**src/sv/complex_arithmetic_unit_top_assert.svh**
```systemverilog
// assertion macros for the complex arithmetic unit
// used by complex_arithmetic_unit_top, expects a clock aclk and reset aresetn
`ifndef COMPLEX_ARITHMETIC_UNIT_TOP_ASSERT_SVH
`define COMPLEX_ARITHMETIC_UNIT_TOP_ASSERT_SVH

// same-cycle implication
`define CAU_ASSERT_NOW(lbl, ante, cons) \
    lbl: assert property (@(posedge aclk) disable iff (!aresetn) (ante) |-> (cons)) \
        else $error("complex arithmetic unit check failed");

// next-cycle implication
`define CAU_ASSERT_NEXT(lbl, ante, cons) \
    lbl: assert property (@(posedge aclk) disable iff (!aresetn) (ante) |=> (cons)) \
        else $error("complex arithmetic unit check failed");

`endif

```
**src/sv/cau_pkg.sv**
```systemverilog
// shared types, codes, tables and helpers of the complex arithmetic unit
// no dependencies
`timescale 1ns / 1ps
`default_nettype none

package cau_pkg;

    localparam logic [2:0] OP_ADD   = 3'd0;
    localparam logic [2:0] OP_SUB   = 3'd1;
    localparam logic [2:0] OP_MUL   = 3'd2;
    localparam logic [2:0] OP_DIV   = 3'd3;
    localparam logic [2:0] OP_POLAR = 3'd4;

    localparam int DIV_STEPS  = 33;
    localparam int SQRT_STEPS = 32;
    localparam int CORDIC_MAX = 32;
    localparam int NUM_CELLS  = 33;
    localparam int XY_GUARD   = 28;
    localparam int ANGLE_FRAC = 24;

    localparam int unsigned ATAN_DEG [0:31] = '{
        754974720, 445687602, 235489088, 119537938, 60000934, 30029717,
        15018523, 7509720, 3754917, 1877466, 938734, 469367, 234684, 117342,
        58671, 29335, 14668, 7334, 3667, 1833, 917, 458, 229, 115, 57, 29,
        14, 7, 4, 2, 1, 0
    };

    localparam logic signed [35:0] HALF_TURN = 36'sd3019898880;

    typedef struct packed {
        logic [2:0]         op;
        logic               pre_sat;
        logic [31:0]        pre_re;
        logic [31:0]        pre_im;
        logic               ar_pos;
        logic               ar_zero;
        logic [63:0]        d;
        logic               neg_re;
        logic               neg_im;
        logic               ovf_re;
        logic               ovf_im;
        logic [63:0]        rem_re;
        logic [63:0]        rem_im;
        logic [32:0]        mlo_re;
        logic [32:0]        mlo_im;
        logic [32:0]        q_re;
        logic [32:0]        q_im;
        logic [63:0]        sq_n;
        logic [63:0]        sq_res;
        logic signed [63:0] cx;
        logic signed [63:0] cy;
        logic signed [35:0] cz;
    } cau_item_t;

    typedef struct packed {
        logic        sat;
        logic [31:0] val;
    } cau_sat_t;

    function automatic cau_sat_t cau_sat32(input logic signed [71:0] v);
        cau_sat_t r;
        r.sat = 1'b0;
        r.val = v[31:0];
        if (v > 72'sd2147483647) begin
            r.sat = 1'b1;
            r.val = 32'h7FFF_FFFF;
        end else if (v < -72'sd2147483648) begin
            r.sat = 1'b1;
            r.val = 32'h8000_0000;
        end
        return r;
    endfunction

endpackage

`default_nettype wire

```
**src/sv/cau_cell.sv**
```systemverilog
// one iteration cell: a quotient bit for both divide parts, a root step and
// a rotation step if STEP allows, then the beat moves on; depends on cau_pkg
`timescale 1ns / 1ps
`default_nettype none

module cau_cell #(
    parameter int STEP         = 0,
    parameter int CORDIC_STEPS = 24
) (
    input  wire logic          aclk,
    input  wire logic          aresetn,
    input  wire logic          in_valid,
    output logic               in_ready,
    input  cau_pkg::cau_item_t in_item,
    output logic               out_valid,
    input  wire logic          out_ready,
    output cau_pkg::cau_item_t out_item
);
    import cau_pkg::*;

    localparam int           MBIT     = DIV_STEPS - 1 - STEP;
    localparam bit           DO_SQRT  = STEP < SQRT_STEPS;
    localparam bit           DO_ROT   = (STEP < CORDIC_STEPS) && (STEP < CORDIC_MAX);
    localparam int           SQ_SHIFT = DO_SQRT ? 62 - 2 * STEP : 0;
    localparam logic [63:0]  SQ_BIT   = 64'd1 << SQ_SHIFT;
    localparam int           ROT_SH   = DO_ROT ? STEP : 0;
    localparam logic signed [35:0] ATAN_STEP = $signed({4'd0, ATAN_DEG[ROT_SH]});

    logic        valid_reg;
    cau_item_t   item_reg, item_next;
    logic [63:0] t_re, t_im, trial;
    logic        qb_re, qb_im;
    logic signed [63:0] dx, dy;

    assign in_ready = !valid_reg || out_ready;

    always_comb begin
        item_next = in_item;

        t_re  = {in_item.rem_re[62:0], in_item.mlo_re[MBIT]};
        t_im  = {in_item.rem_im[62:0], in_item.mlo_im[MBIT]};
        qb_re = t_re >= in_item.d;
        qb_im = t_im >= in_item.d;
        item_next.rem_re = qb_re ? t_re - in_item.d : t_re;
        item_next.rem_im = qb_im ? t_im - in_item.d : t_im;
        item_next.q_re   = {in_item.q_re[31:0], qb_re};
        item_next.q_im   = {in_item.q_im[31:0], qb_im};

        trial = in_item.sq_res + SQ_BIT;
        if (DO_SQRT) begin
            if (in_item.sq_n >= trial) begin
                item_next.sq_n   = in_item.sq_n - trial;
                item_next.sq_res = (in_item.sq_res >> 1) + SQ_BIT;
            end else begin
                item_next.sq_res = in_item.sq_res >> 1;
            end
        end

        dx = in_item.cy >>> ROT_SH;
        dy = in_item.cx >>> ROT_SH;
        if (DO_ROT) begin
            if (!in_item.cy[63]) begin
                item_next.cx = in_item.cx + dx;
                item_next.cy = in_item.cy - dy;
                item_next.cz = in_item.cz + ATAN_STEP;
            end else begin
                item_next.cx = in_item.cx - dx;
                item_next.cy = in_item.cy + dy;
                item_next.cz = in_item.cz - ATAN_STEP;
            end
        end
    end

    always_ff @(posedge aclk) begin
        if (!aresetn) begin
            valid_reg <= 1'b0;
        end else if (in_ready) begin
            valid_reg <= in_valid;
        end
    end

    always_ff @(posedge aclk) begin
        if (in_ready) begin
            item_reg <= item_next;
        end
    end

    assign out_valid = valid_reg;
    assign out_item  = item_reg;

endmodule

`default_nettype wire

```
**config.mk**
```make
export PLATFORM = sky130hd
export DESIGN_NAME = cau_cell
export DESIGN_NICKNAME = d
export VERILOG_FILES = /design/src/sv/complex_arithmetic_unit_top_assert.svh /design/src/sv/cau_pkg.sv /design/src/sv/cau_cell.sv
export SDC_FILE = /design/constraint.sdc
export NUM_CORES = 1
export LEC_CHECK = 0
export ABC_CLOCK_PERIOD_IN_PS = 34800
export BUFFER_PORTS_ARGS = -buffer_cell sky130_fd_sc_hd__clkbuf_2
export CORE_AREA = 4 4 539 541
export DETAILED_ROUTE_END_ITERATION = 10
export DIE_AREA = 0 0 543 545
export SLEW_MARGIN = 20
export SYNTH_ARGS = -nofsm -noshare
export SYNTH_HDL_FRONTEND = slang
export SYNTH_SLANG_ARGS = --single-unit
```
**constraint.sdc**
```tcl
create_clock -name aclk -period 34.8 [get_ports aclk]
set_input_delay 8.7 -clock aclk [delete_from_list [all_inputs] [get_ports aclk]]
set_output_delay 8.7 -clock aclk [all_outputs]
set_load 0.05 [all_outputs]
```
After elaboration in Yosys (flattened, before gate mapping) --
Cells that the tools add are included.
Word-level totals: register bits 691, input bits 694, output and inout port bits 692
Operators by class: add/subtract/negate cells 10, $lt $le $gt $ge 3, multiplexer cells 5, reductions and logical operators 2
Operator list (count):
- $sub 64x64->64 | 5
- $ge 64x64->1 | 3
- $mux 64 | 3
- $mux 164 | 1
- $add 63x63->64 const B | 1
- $add 64x63->64 const B | 1
- $add 64x64->64 | 1
- $mux 63 | 1
- $add 36x31->36 const B | 1
- $sub 36x31->36 const B | 1
- $logic_not 1->1 | 1
- $logic_or 1x1->1 | 1

Logic depth before layout (Yosys ltp) --
word-level depth 3, gate-level depth with buffers 15, gate-level depth less buffers 14

Worst setup path after synthesis --
OpenSTA, ideal clock, no wires.
path kind input-to-output, start input out_ready, end output in_ready, data arrival time 25.457 ns, data required time 26.100 ns, slack 0.643 ns, stages on the path 1, buffers on the path 0, path through nand2b_1
Between the ends: cells in the longest elaborated chain, start to end 1
Ends and longest elaborated chain:
- start: declaration | RTL line cau_cell.sv:16 | input wire logic out_ready,
- $logic_or 1x1->1 | RTL line cau_cell.sv:35 | assign in_ready = !valid_reg || out_ready;
- end: declaration | RTL line cau_cell.sv:13 | output logic in_ready,
Every way passes these cells.

Final worst setup path --
Ends and elaborated chain as after synthesis.

==> insert_results.sql <==
INSERT INTO impl_metrics (metric_group, metric, value, unit) VALUES
('power', 'max-vdd-ir-drop', '0.0424', 'mV'),
('sta', 'clock_skew', '0.0540', 'ns'),
('clock_network', 'post_cts_resize_count', '0', ''),
('layout', 'design.final.nets', '7428', ''),
('hold_path', 'holdPathEnd', 'out_item[332]', ''),
('setup_path', 'r2r_end', 'out_item[302]', ''),
('yosys', 'postSynthCellCount', '5035', ''),
('status', 'outcome', 'completed', ''),
('sta', 'grt_setup_unrepaired', 'false', ''),
('clock_network', 'clockRootBuffer', 'sky130_fd_sc_hd__clkbuf_16', ''),
('sta', 'final.min_clock_period', '18.40', 'ns'),
('floorplan', 'io-pin-count', '1386', ''),
('placed_design', 'placement.setup.worst_slack', '16.37', 'ns'),
('layout', 'drive_above_1_share', '0.256', ''),
('setup_path', 'cpLargestDelayFamily', 'buffers and inverters', ''),
('floorplan', 'full_die_area', '0.296', 'mm^2'),
('clock_network', 'post_cts_buffers', '0', ''),
('yosys', 'post-synth-top-count-cell', 'sky130_fd_sc_hd__edfxtp_1', ''),
('floorplan', 'width_of_the_die', '543', 'um'),
('floorplan', 'initial_core_util', '0.168', ''),
('clock_network', 'cts_buffers', '92', ''),
('route', 'post-route-drc-count', '0', ''),
('floorplan', 'placementRows', '196', ''),
('sta', 'setup_ws', '16.40', 'ns'),
('setup_path', 'worst-r2r-cell-count', '5', ''),
('global_route', 'grt_antenna_before_repair', '137', ''),
('yosys', 'yosysUniqueCellTypes', '103', ''),
('layout', 'finished_core_util', '0.217', ''),
('setup_path', 'crit_path_cell_trace', 'clkbuf_2 > nand2b_4 > clkbuf_2', ''),
('global_route', 'global_route_wire_length_before_repair', '383000', 'um'),
('clock_network', 'ctsLongestPathBuffers', '4', ''),
('placed_design', 'detailed_place_hpwl', '256000', 'um'),
('clock_network', 'clk_transition_reported_paths', '0.08', 'ns'),
('power', 'fin_total_pwr', '3.35', 'mW'),
('clock_network', 'hold_buffers', '0', ''),
('sta', 'max_slew_headroom', '0.294', ''),
('sta', 'setup_viol', '0', ''),
('yosys', 'yosysTopAreaCellShare', '0.433', ''),
('setup_path', 'timing.critical_path.to_type', 'output pin', ''),
('yosys', 'syn_area_cell', '9.50', 'um^2'),
('global_route', 'first_global_vias', '43828', ''),
('yosys', 'post-synth-top-area-cell', 'sky130_fd_sc_hd__edfxtp_1', ''),
('yosys', 'mappedNetlistArea', '0.0478', 'mm^2'),
('setup_path', 'crit_top_cell', 'sky130_fd_sc_hd__clkbuf_2', ''),
('floorplan', 'die_h', '545', 'um'),
('clock_network', 'htree_num_levels', '3', ''),
('sta', 'timing.setup.tns', '0', 'ns'),
('clock_network', 'clock_sinks', '690', ''),
('setup_path', 'rr_startpoint', 'out_valid', ''),
('route', 'drt_pre_antenna_iters', '6', ''),
('placed_design', 'place_congestion', '0.983', ''),
('setup_path', 'crit_slowest_cell', 'sky130_fd_sc_hd__nand2b_4', ''),
('yosys', 'synth-main-ff-cell', 'sky130_fd_sc_hd__edfxtp_1', ''),
('setup_path', 'timing.critical_path.buf_inv', '2', ''),
('power', 'power_per_cell_area', '54.1', 'mW/mm^2'),
('placed_design', 'io_buffers', '1381', ''),
('flow_run', 'cap_violations', '0', ''),
('route', 'drtAntennaViolNets', '0', ''),
('yosys', 'synthTopCellsByArea', 'sky130_fd_sc_hd__edfxtp_1, sky130_fd_sc_hd__ha_1, sky130_fd_sc_hd__a21oi_1', ''),
('layout', 'sequential_cell_area', '0.0207', 'mm^2'),
('sta', 'fmax', '0.0544', 'GHz'),
('global_route', 'grt.total_usage', '0.189', ''),
('hold_path', 'hold-path-cell-count', '1', ''),
('global_route', 'grt_start_max_net_pins', '88', ''),
('route', 'routed-via-count', '46410', ''),
('route', 'post_drt_wl_per_cell', '29.2', 'um'),
('layout', 'multiInputGateArea', '0.0248', 'mm^2'),
('sta', 'layout_worst_path_cycle_share', '0.529', ''),
('yosys', 'part_of_the_yosys_area_used_for_sequential_elements', '0.433', ''),
('floorplan', 'placeableCoreArea', '0.285', 'mm^2'),
('hold_path', 'hold_path.class', 'register to register', '');
## per-layer routing
layer | part of all wire | wire [um] | vias to the layer above | GRT usage
met2 | 0.46 | 136000 | 2315 | 0.310
met3 | 0.10 | 30300 | 559 | 0.0719
li1 | - | - | 21067 | -
met5 | 0.0018 | 525 | - | 0
met4 | 0.076 | 22700 | 78 | 0.124
met1 | 0.36 | 107000 | 22391 | 0.204
## metrics by stage
step / area [um^2] / instances
2_1_floorplan: 47800 / 5035
3_3_place_gp: 58800 / 9986
3_5_place_dp: 58800 / 9986
4_1_cts: 61800 / 10146
5_1_grt: 61900 / 10175
6_report: 62000 / 10199
## layout by cell type, fill, tap and decap left out, types with 161 or more instances in the layout
master,n
sky130_fd_sc_hd__clkbuf_2,1380
sky130_fd_sc_hd__edfxtp_1,689
sky130_fd_sc_hd__a21oi_1,508
sky130_fd_sc_hd__nand2_1,505
sky130_fd_sc_hd__ha_1,409
sky130_fd_sc_hd__o21ai_0,396
sky130_fd_sc_hd__inv_1,387
sky130_fd_sc_hd__nor2_1,298
sky130_fd_sc_hd__xnor2_1,219
sky130_fd_sc_hd__a21o_1,161
## registers in the layout (all words and copies together) (netlist names)
name,count
out_item,689
out_valid,1
## logic make-up (layout without fill, tap and decap cells)
group                    after synthesis  count (layout)  share of synthesized area
other                                  0              53                          0
AND/OR/NAND/NOR                     1319            1319                      0.128
flip-flops                           690             690                      0.433
XOR/XNOR                             301             301                     0.0551
multiplexers                          39              39                    0.00840
AO/OA/AOI/OAI                       1648            1648                      0.215
buffers and inverters                622            1971                     0.0504
adder cells (fa/ha/maj)              416             416                      0.110
## final cells by class
| class | count | area share |
|---|---|---|
| Tap cell | 3762 | 0.0760 |
| Sequential cell | 690 | 0.334 |
| Timing Repair Buffer | 1411 | 0.115 |
| Multi-Input combinational cell | 3723 | 0.400 |
| Antenna cell | 53 | 0.00214 |
| Clock inverter | 59 | 0.0108 |
| Clock buffer | 101 | 0.0377 |
| Inverter | 400 | 0.0243 |
## how the worst max path moves through the flow
stage                   start  slack (ns)  depth (start not counted)       end
detailed placement  out_ready       16.37                          3  in_ready
floorplan           out_ready        0.64                          1  in_ready
global route        out_ready       16.37                          3  in_ready
global placement    out_ready       16.37                          3  in_ready
CTS                 out_ready       16.37                          3  in_ready
finish              out_ready       16.40                          3  in_ready
## power breakdown
part	switching [mW]	internal [mW]
logic	0.953	0.296
clock network	0.421	0.575
registers	0.0522	1.05
(Power assumes the default switching activity.)
