`src/sv/complex_arithmetic_unit_top_assert.svh`:
```
// assertion macros for the complex arithmetic unit
// used by complex_arithmetic_unit_top, expects a clock aclk and reset aresetn
`ifndef COMPLEX_ARITHMETIC_UNIT_TOP_ASSERT_SVH
`define COMPLEX_ARITHMETIC_UNIT_TOP_ASSERT_SVH

// same-cycle implication
`define CAU_ASSERT_NOW(lbl, ante, cons) \
    lbl: assert property (@(posedge aclk) disable iff (!aresetn) (ante) |-> (cons)) \
        else $error("complex arithmetic unit check failed");

// next-cycle implication
`define CAU_ASSERT_NEXT(lbl, ante, cons) \
    lbl: assert property (@(posedge aclk) disable iff (!aresetn) (ante) |=> (cons)) \
        else $error("complex arithmetic unit check failed");

`endif

```
`src/sv/cau_pkg.sv`:
```
// shared types, codes, tables and helpers of the complex arithmetic unit
// no dependencies
`timescale 1ns / 1ps
`default_nettype none

package cau_pkg;

    localparam logic [2:0] OP_ADD   = 3'd0;
    localparam logic [2:0] OP_SUB   = 3'd1;
    localparam logic [2:0] OP_MUL   = 3'd2;
    localparam logic [2:0] OP_DIV   = 3'd3;
    localparam logic [2:0] OP_POLAR = 3'd4;

    localparam int DIV_STEPS  = 33;
    localparam int SQRT_STEPS = 32;
    localparam int CORDIC_MAX = 32;
    localparam int NUM_CELLS  = 33;
    localparam int XY_GUARD   = 28;
    localparam int ANGLE_FRAC = 24;

    localparam int unsigned ATAN_DEG [0:31] = '{
        754974720, 445687602, 235489088, 119537938, 60000934, 30029717,
        15018523, 7509720, 3754917, 1877466, 938734, 469367, 234684, 117342,
        58671, 29335, 14668, 7334, 3667, 1833, 917, 458, 229, 115, 57, 29,
        14, 7, 4, 2, 1, 0
    };

    localparam logic signed [35:0] HALF_TURN = 36'sd3019898880;

    typedef struct packed {
        logic [2:0]         op;
        logic               pre_sat;
        logic [31:0]        pre_re;
        logic [31:0]        pre_im;
        logic               ar_pos;
        logic               ar_zero;
        logic [63:0]        d;
        logic               neg_re;
        logic               neg_im;
        logic               ovf_re;
        logic               ovf_im;
        logic [63:0]        rem_re;
        logic [63:0]        rem_im;
        logic [32:0]        mlo_re;
        logic [32:0]        mlo_im;
        logic [32:0]        q_re;
        logic [32:0]        q_im;
        logic [63:0]        sq_n;
        logic [63:0]        sq_res;
        logic signed [63:0] cx;
        logic signed [63:0] cy;
        logic signed [35:0] cz;
    } cau_item_t;

    typedef struct packed {
        logic        sat;
        logic [31:0] val;
    } cau_sat_t;

    function automatic cau_sat_t cau_sat32(input logic signed [71:0] v);
        cau_sat_t r;
        r.sat = 1'b0;
        r.val = v[31:0];
        if (v > 72'sd2147483647) begin
            r.sat = 1'b1;
            r.val = 32'h7FFF_FFFF;
        end else if (v < -72'sd2147483648) begin
            r.sat = 1'b1;
            r.val = 32'h8000_0000;
        end
        return r;
    endfunction

endpackage

`default_nettype wire

```
`src/sv/cau_final.sv`:
```
// result stage: quotient rounding, root rounding, angle fold, selection by
// opcode and the output register; depends on cau_pkg
`timescale 1ns / 1ps
`default_nettype none

module cau_final #(
    parameter int FRAC_BITS = 16
) (
    input  wire logic          aclk,
    input  wire logic          aresetn,
    input  wire logic          in_valid,
    output logic               in_ready,
    input  cau_pkg::cau_item_t in_item,
    output logic               out_valid,
    input  wire logic          out_ready,
    output logic [31:0]        out_re,
    output logic [31:0]        out_im,
    output logic               out_err,
    output logic               out_sat
);
    import cau_pkg::*;

    localparam int SH = ANGLE_FRAC - FRAC_BITS;
    localparam logic signed [35:0] ANG_HALF = (SH > 0) ? (36'sd1 <<< (SH - 1)) : 36'sd0;

    logic        valid_reg;
    logic [31:0] re_reg, im_reg, re_next, im_next;
    logic        err_reg, sat_reg, err_next, sat_next;

    cau_sat_t    dv_re, dv_im, ang;
    logic [64:0] mag;
    logic        mag_sat;
    logic signed [35:0] ang_raw, ang_rnd;

    function automatic cau_sat_t div_fix(input logic [32:0] q, input logic [63:0] rem,
                                         input logic [63:0] d, input logic neg,
                                         input logic ovf);
        cau_sat_t    r;
        logic [33:0] qr;
        qr = {1'b0, q} + (({rem, 1'b0} >= {1'b0, d}) ? 34'd1 : 34'd0);
        r.sat = 1'b0;
        r.val = neg ? 32'(-qr) : qr[31:0];
        if (ovf || (!neg && qr > 34'h0_7FFF_FFFF) || (neg && qr > 34'h0_8000_0000)) begin
            r.sat = 1'b1;
            r.val = neg ? 32'h8000_0000 : 32'h7FFF_FFFF;
        end
        return r;
    endfunction

    assign in_ready = !valid_reg || out_ready;

    always_comb begin
        dv_re = div_fix(in_item.q_re, in_item.rem_re, in_item.d, in_item.neg_re,
                        in_item.ovf_re);
        dv_im = div_fix(in_item.q_im, in_item.rem_im, in_item.d, in_item.neg_im,
                        in_item.ovf_im);

        mag     = {1'b0, in_item.sq_res} + ((in_item.sq_n > in_item.sq_res) ? 65'd1 : 65'd0);
        mag_sat = mag > 65'h0_7FFF_FFFF;

        ang_raw = in_item.ar_pos ? in_item.cz : HALF_TURN - in_item.cz;
        ang_rnd = (ang_raw + ANG_HALF) >>> SH;
        ang     = cau_sat32(72'(ang_rnd));

        re_next  = 32'd0;
        im_next  = 32'd0;
        err_next = 1'b0;
        sat_next = 1'b0;
        unique case (in_item.op)
            OP_ADD, OP_SUB, OP_MUL: begin
                re_next  = in_item.pre_re;
                im_next  = in_item.pre_im;
                sat_next = in_item.pre_sat;
            end
            OP_DIV: begin
                if (in_item.d == 64'd0) begin
                    err_next = 1'b1;
                end else begin
                    re_next  = dv_re.val;
                    im_next  = dv_im.val;
                    sat_next = dv_re.sat || dv_im.sat;
                end
            end
            OP_POLAR: begin
                re_next  = mag_sat ? 32'h7FFF_FFFF : mag[31:0];
                err_next = in_item.ar_zero;
                im_next  = in_item.ar_zero ? 32'd0 : ang.val;
                sat_next = mag_sat || (!in_item.ar_zero && ang.sat);
            end
            default: begin
                err_next = 1'b1;
            end
        endcase
    end

    always_ff @(posedge aclk) begin
        if (!aresetn) begin
            valid_reg <= 1'b0;
        end else if (in_ready) begin
            valid_reg <= in_valid;
        end
    end

    always_ff @(posedge aclk) begin
        if (in_ready) begin
            re_reg  <= re_next;
            im_reg  <= im_next;
            err_reg <= err_next;
            sat_reg <= sat_next;
        end
    end

    assign out_valid = valid_reg;
    assign out_re    = re_reg;
    assign out_im    = im_reg;
    assign out_err   = err_reg;
    assign out_sat   = sat_reg;

endmodule

`default_nettype wire

```
`config.mk`:
```
export PLATFORM = sky130hd
export DESIGN_NAME = cau_final
export DESIGN_NICKNAME = d
export VERILOG_FILES = /design/src/sv/complex_arithmetic_unit_top_assert.svh /design/src/sv/cau_pkg.sv /design/src/sv/cau_final.sv
export SDC_FILE = /design/constraint.sdc
export NUM_CORES = 1
export LEC_CHECK = 0
export ABC_AREA = 1
export BUFFER_PORTS_ARGS = -buffer_cell sky130_fd_sc_hd__buf_4
export CAP_MARGIN = 20
export CORE_AREA = 2 2 295 297
export DETAILED_ROUTE_END_ITERATION = 6
export DIE_AREA = 0 0 297 299
export PLACE_DENSITY = 0.42
export REMOVE_ABC_BUFFERS = 1
export SYNTH_ARGS = -nofsm -noshare
export SYNTH_HDL_FRONTEND = slang
export SYNTH_SLANG_ARGS = --single-unit
```
`constraint.sdc`:
```
create_clock -name aclk -period 5.09 [get_ports aclk]
set_clock_uncertainty 0.05 [all_clocks]
set_input_delay 0 -clock aclk [delete_from_list [all_inputs] [get_ports aclk]]
set_output_delay 0 -clock aclk [all_outputs]
set_load 0.1 [all_outputs]
```
* Word-level counts from Yosys, hierarchy flattened
Cells that the tools add are included.
W data, S select, Z words.
** Word-level totals
- Register bits :: 67
- Bits in latches :: 0
- Memory bits (writable) :: 0
- ROM bits :: 0
- Input bits :: 694
- Output and inout port bits :: 68
- Logic and storage cells :: 67
- Memories :: 0
** Cells by class
- Add/subtract/negate cells :: 7
- Multiply operators :: 0
- Divide/modulo/power cells :: 0
- Magnitude comparators :: 10
- Equal/unequal tests :: 4
- Shift operators :: 0
- Multiplexer cells :: 22
- Bitwise logic cells :: 0
- Reduce and logical (&&, ||, !) cells :: 19
** Operators with widths (count)
- $mux W32 :: 8
- $pmux W32 S3 :: 2
- $mux W33 :: 4
- $ge A65 B64 Y1 :: 2
- $add A33 B1 Y34 :: 2
- $gt A34 B31 Y1 const B :: 2
- $gt A34 B32 Y1 const B :: 2
- $add A64 B1 Y65 :: 1
- $gt A65 B31 Y1 const B :: 1
- $gt A64 B64 Y1 :: 1
- $logic_not A64 Y1 :: 1
- $neg A32 Y32 :: 2
- $add A36 B9 Y36 const B :: 1
- $mux W36 :: 1
- $sub A33 B36 Y36 const A :: 1
- $gt A28 B32 Y1 const B :: 1
- $lt A28 B32 Y1 const B :: 1
- $logic_or A1 B1 Y1 :: 7
- $eq A3 B2 Y1 const B :: 2
- $pmux W1 S3 :: 2
- $logic_and A1 B1 Y1 :: 5
- $mux W1 :: 5
- $logic_not A1 Y1 :: 4
- $eq A3 B1 Y1 const B :: 1
- other kinds (3) :: 3

* Longest topological paths before layout
- Depth in word-level cells :: 11
- Gate-level depth with buffers :: 33
- Depth with buffers taken out :: 33

* Least setup slack after synthesis
No wires, ideal clock.
- Path type :: in2reg
- From :: input port in_item[619] (netlist name)
- To :: register im_reg[10] (netlist: out_im[10]), data pin
- Setup time :: 0.259 ns
- Arrival time :: 3.657 ns
- Data required time :: 4.781 ns
- Path slack :: 1.124 ns
- Stages on the path :: 29
- Path buffers :: 1
- Cells stage by stage :: inv_1 > ha_1 > inv_1 > nor3_1 > nand4_1 > inv_1 > nand2_1 > nor4_1 > nand3_1 > nand2_1 > a211oi_1 > o211ai_1 > ha_1 > ha_1 > nand2_2 > nor2_4 > nand2_2 > xor2_1 > nand2_1 > nor2_2 > nand3_2 > nor2_4 > nand3_2 > nand2_2 > nand2_2 > buf_6 > or2_0 > nand2_1 > nand3_1
** Between the ends
- Cells in the longest elaborated chain, start to end :: 10
- Elaborated cells between the ends (all ways) :: 15
- Those cells by class :: add/sub: 2; order compare: 3; mux: 5; reduce/logical: 5
** Ends and longest elaborated chain
- start, declared :: RTL line cau_final.sv:13 : input cau_pkg::cau_item_t in_item,
- $ge A65 B64 Y1 :: RTL line cau_final.sv:40 : qr = {1'b0, q} + (({rem, 1'b0} >= {1'b0, d}) ? 34'd1 : 34'd0);
- $mux W1 :: RTL line cau_final.sv:40
- $add A33 B1 Y34 :: RTL line cau_final.sv:40
- $gt A34 B31 Y1 :: RTL line cau_final.sv:43 : if (ovf || (!neg && qr > 34'h0_7FFF_FFFF) || (neg && qr > 34'h0_8000_0000)) begin
- $logic_and A1 B1 Y1 :: RTL line cau_final.sv:43
- $logic_or A1 B1 Y1 (2 in a row) :: RTL line cau_final.sv:43
- $mux W33 :: RTL line cau_final.sv:43
- $mux W32 * :: RTL line cau_final.sv:76 : if (in_item.d == 64'd0) begin
- $pmux W32 S3 * :: RTL line cau_final.sv:69 : unique case (in_item.op)
- via im_next[10] :: RTL line cau_final.sv:27 : logic [31:0] re_reg, im_reg, re_next, im_next;
- end signal, assigned :: RTL line cau_final.sv:107 : im_reg <= im_next;
- end, declared :: RTL line cau_final.sv:27
The timed path passes the listed nets; every way through them passes the cells marked *.
A chain may end at the register's enable or synchronous reset.

* Worst setup path after layout
- From :: input port in_item[618] (netlist name)
- To :: register im_reg[31] (netlist: out_im[31]), data pin
Same word-level chain as after synthesis.

==> metrics.md <==
| Metric | Value |
|---|---|
| Status | complete, no violations |
| CTS tree | yes |
| Final setup fails | 0 |
| Final Non-Filler Cells | 4728 |
| R2r setup slk | 3.13 ns |
| Req. time, crit path | 5.16 ns |
| Worst rel slew slack | 32.0% |
| Synth top area share | 21.2% |
| Critical path class | in2reg |
| Reg clk slew, reported paths | 0.07 ns |
| Cell Pwr Density | approximately 140 nW/um2 |
| Global placement routability congestion | 0.960 |
| Synthesis-to-finish area growth | 43.1% |
| Final period util | 91.3% |
| Ports | 762 |
| Drt total wl | 93.9 mm |
| Critical path capture point type | register |
| Slowest cell delay on critical path | 0.33 ns |
| DR vias/cell | 4.50 |
| Post-DRT Antenna Nets | 0 |
| Die Height | between 200 and 300 um |
| Post-synth cell types | 60 |
| RSZ-0062 raised after global routing | no |
| Gr usage total | 20.5% |
| Ys flop type | edfxtp_1 |
| Actual slew at the worst max-slew pin | 1.02 ns |
| CP Max Fanout | 7 |
| Reg power frac | 21.1% |
| Most frequent cells after synthesis | 934 x nand2_1, 366 x nor2_1, 348 x inv_1, 269 x nand3_1, 201 x ha_1 |
| DP HPWL | 84.1 mm |
| CP Launch Type | primary input |
| CTS Buffer Depth | 2 |
| Yosys reg bits | between 60 and 70 |
| Int Pwr | roughly 1800 uW |
| Combinational Power Share | 57.9% |
| GRT overflow | 0 |
| Largest net degree at the start of global routing | between 60 and 70 |
| Hold_sp | in_item[657] |
| WP buf/inv | 8 |
| Core footprint | 85900 um2 |
| Fmax achieved | between 200 and 250 MHz |
| Final hold violation count | 0 |
| Layout Nets | 4461 |
| Sequential cell area fraction in the yosys report | 12.1% |
| Post-Place Cells | approximately 4700 |
| NetSw | between 1500 and 2000 uW |
| DRT Pass-1 Iters | 6 |
| Leakage power | between 0.01 and 0.015 uW |
| Largest cells by area after synthesis | nand2_1 21%, ha_1 15%, edfxtp_1 12% |
| Standard-cell rows | 108 |
| Num CTS Buffers | 9 |
| Crit path max-delay family | simple AND/OR/NAND/NOR gates |
| Most frequent cell after synthesis | nand2_1 |
| Hold Path Class | in2reg |
| Sw Ratio | 47.2% |
| DR iter-0 viols | 1480 |
| DRC Markers | 0 |
| Reg-to-reg critical path startpoint | out_valid |
| H-tree depth | 3 |
| PortBufs | 567 |
| Setup TNS | 0 ns |
| Final Util | 27.5% |
| CP Data Arrival Time | 4.72 ns |
| Layout cells sized above 1 | approximately 22% |
| Die width | 297 um |
| First-pass GRT wire length | 136 mm |
| Initial core utilization | 19.2% |
| Clk network pwr share | 21.0% |
| Worst path slowest cell | ha_1 |
| WL/cell | 19.9 um |
| Period minus WS final | 4.65 ns |
| Number of flops mapped to enable cells by yosys | 66 |
| Antenna violations before repair | 17 |
| Clk sinks | 67 |
| Cell count after synthesis | 2884 |
| CP startpoint | in_item[618] |
| Via count | around 21000 |
| Synthesized cell area | roughly 17000 um2 |
| Worst IR drop on VDD | 0.192 mV |
| Yosys warns | 0 |
| Max-cap violation count | 0 |
| Synth Area per Inst | 5.73 um2 |
| Clk_lat worst skew | 0.37 ns |
| Async S/R FF share, synth | 0% |
| Vias in the first global route | between 20000 and 25000 |
| Fin. max-slew vios | 0 |
| CTS root buf | clkbuf_16 |
| Largest area contributor in the netlist | nand2_1 |
| Die Area | about 89000 um2 |
| Most used cell, CP | nand2_1 |
-- registers in the layout, summed over array words and instances (netlist names) --
| signal | count |
|---|---|
| out_re | 32 |
| out_valid | 1 |
| out_sat | 1 |
| out_err | 1 |
| out_im | 32 |
-- cells in the final DEF (no fill, tap or decap), types with 3 or more instances in the layout --
| master | count |
|---|---|
| nand3b_1 | 34 |
| nor2_4 | 16 |
| o21bai_1 | 21 |
| or2_2 | 6 |
| clkbuf_16 | 9 |
| a21oi_1 | 126 |
| a22oi_1 | 3 |
| buf_12 | 6 |
| edfxtp_1 | 66 |
| o211ai_1 | 9 |
| nor2_1 | 364 |
| dlygate4sd3_1 | 50 |
| nand2_2 | 28 |
| nand3_1 | 269 |
| nand3_2 | 5 |
| buf_4 | 661 |
| xnor2_1 | 15 |
| a31oi_1 | 3 |
| nor2_2 | 18 |
| nand2_1 | 933 |
| o31ai_1 | 4 |
| nor3_1 | 49 |
| o221ai_1 | 3 |
| inv_2 | 7 |
| xor2_1 | 55 |
| o21ai_0 | 93 |
| nor4_1 | 17 |
| o21a_1 | 4 |
| inv_1 | 348 |
| a21boi_0 | 6 |
| ha_1 | 201 |
| a211oi_1 | 8 |
| nand4_1 | 91 |
| nand2_4 | 3 |
-- metal layers --
metal	up-vias	routed length, um	GRT usage (%)
li1	10900	-	-
met4	16	784	2.37
met2	624	44700	35.5
met3	57	5580	3.91
met1	9648	42700	27.0
met5	-	103	0
-- tightest hold or removal path, cell delays in order --
cell and delay [ns]:
buf_4 0.09, nand2_1 0.05, o21ai_0 0.07, a21oi_1 0.06, nand2_1 0.06
-- area by class of cell --
type	instances	area (um2)
Antenna cell	2	5.00
Clock buffer	9	225
Clock inverter	7	91.3
Fill cell	9885	62300
Inverter	355	1330
Multi-Input combinational cell	2416	13000
Sequential cell	67	2000
Tap cell	1155	1450
Timing Repair Buffer	717	5580
-- power by group through the flow --
stage	Combinational (uW)	Clock (uW)	Sequential (uW)
3_5_place_dp	1940	0	725
4_1_cts	1990	740	717
2_1_floorplan	679	0	1150
5_1_grt	2150	756	723
3_3_place_gp	1940	0	730
6_report	1980	715	719
-- logic make-up (layout without fill, tap and decap cells) --
kind of cell    Yosys count  after routing  share of synthesized area [%]
buf+inv                 401           1088                           9.56
simple gates           1843           1843                           48.7
xor+xnor                 71             71                           3.81
compound gates          301            301                           10.7
flops                    67             67                           12.1
other cells               0              2                              0
fa+ha+maj               201            201                           15.2
-- worst paths after layout --
kind,to,cells past startpoint
worst min-delay path,out_re[3],5
worst max register to register,out_valid,3
worst min register to register,out_im[29],1
worst max-delay path,out_im[31],34
-- stage by stage --
step | worst slack, ns | cell area (um2) | hold WS [ns] | power [uW]
after global placement | -0.0465 | 22800 | 0.221 | 2670
after CTS | 0.320 | 23700 | 0.000341 | 3440
final | 0.442 | 23700 | 0.00928 | 3410
after detailed placement | -0.0770 | 22800 | 0.220 | 2670
after global routing | 0.00251 | 23700 | 0.0211 | 3630
after floorplan | 0.905 | 16300 | 0.0914 | 1830
-- repair_timing --
item                       4_1_cts  5_1_grt
hold endpoints to repair        48        0
setup endpoints to repair        0       22
hold buffers                    50        0
buffers inserted                 0        0
resized for setup                0        2
Note: power is estimated with default switching activity, not from simulation.
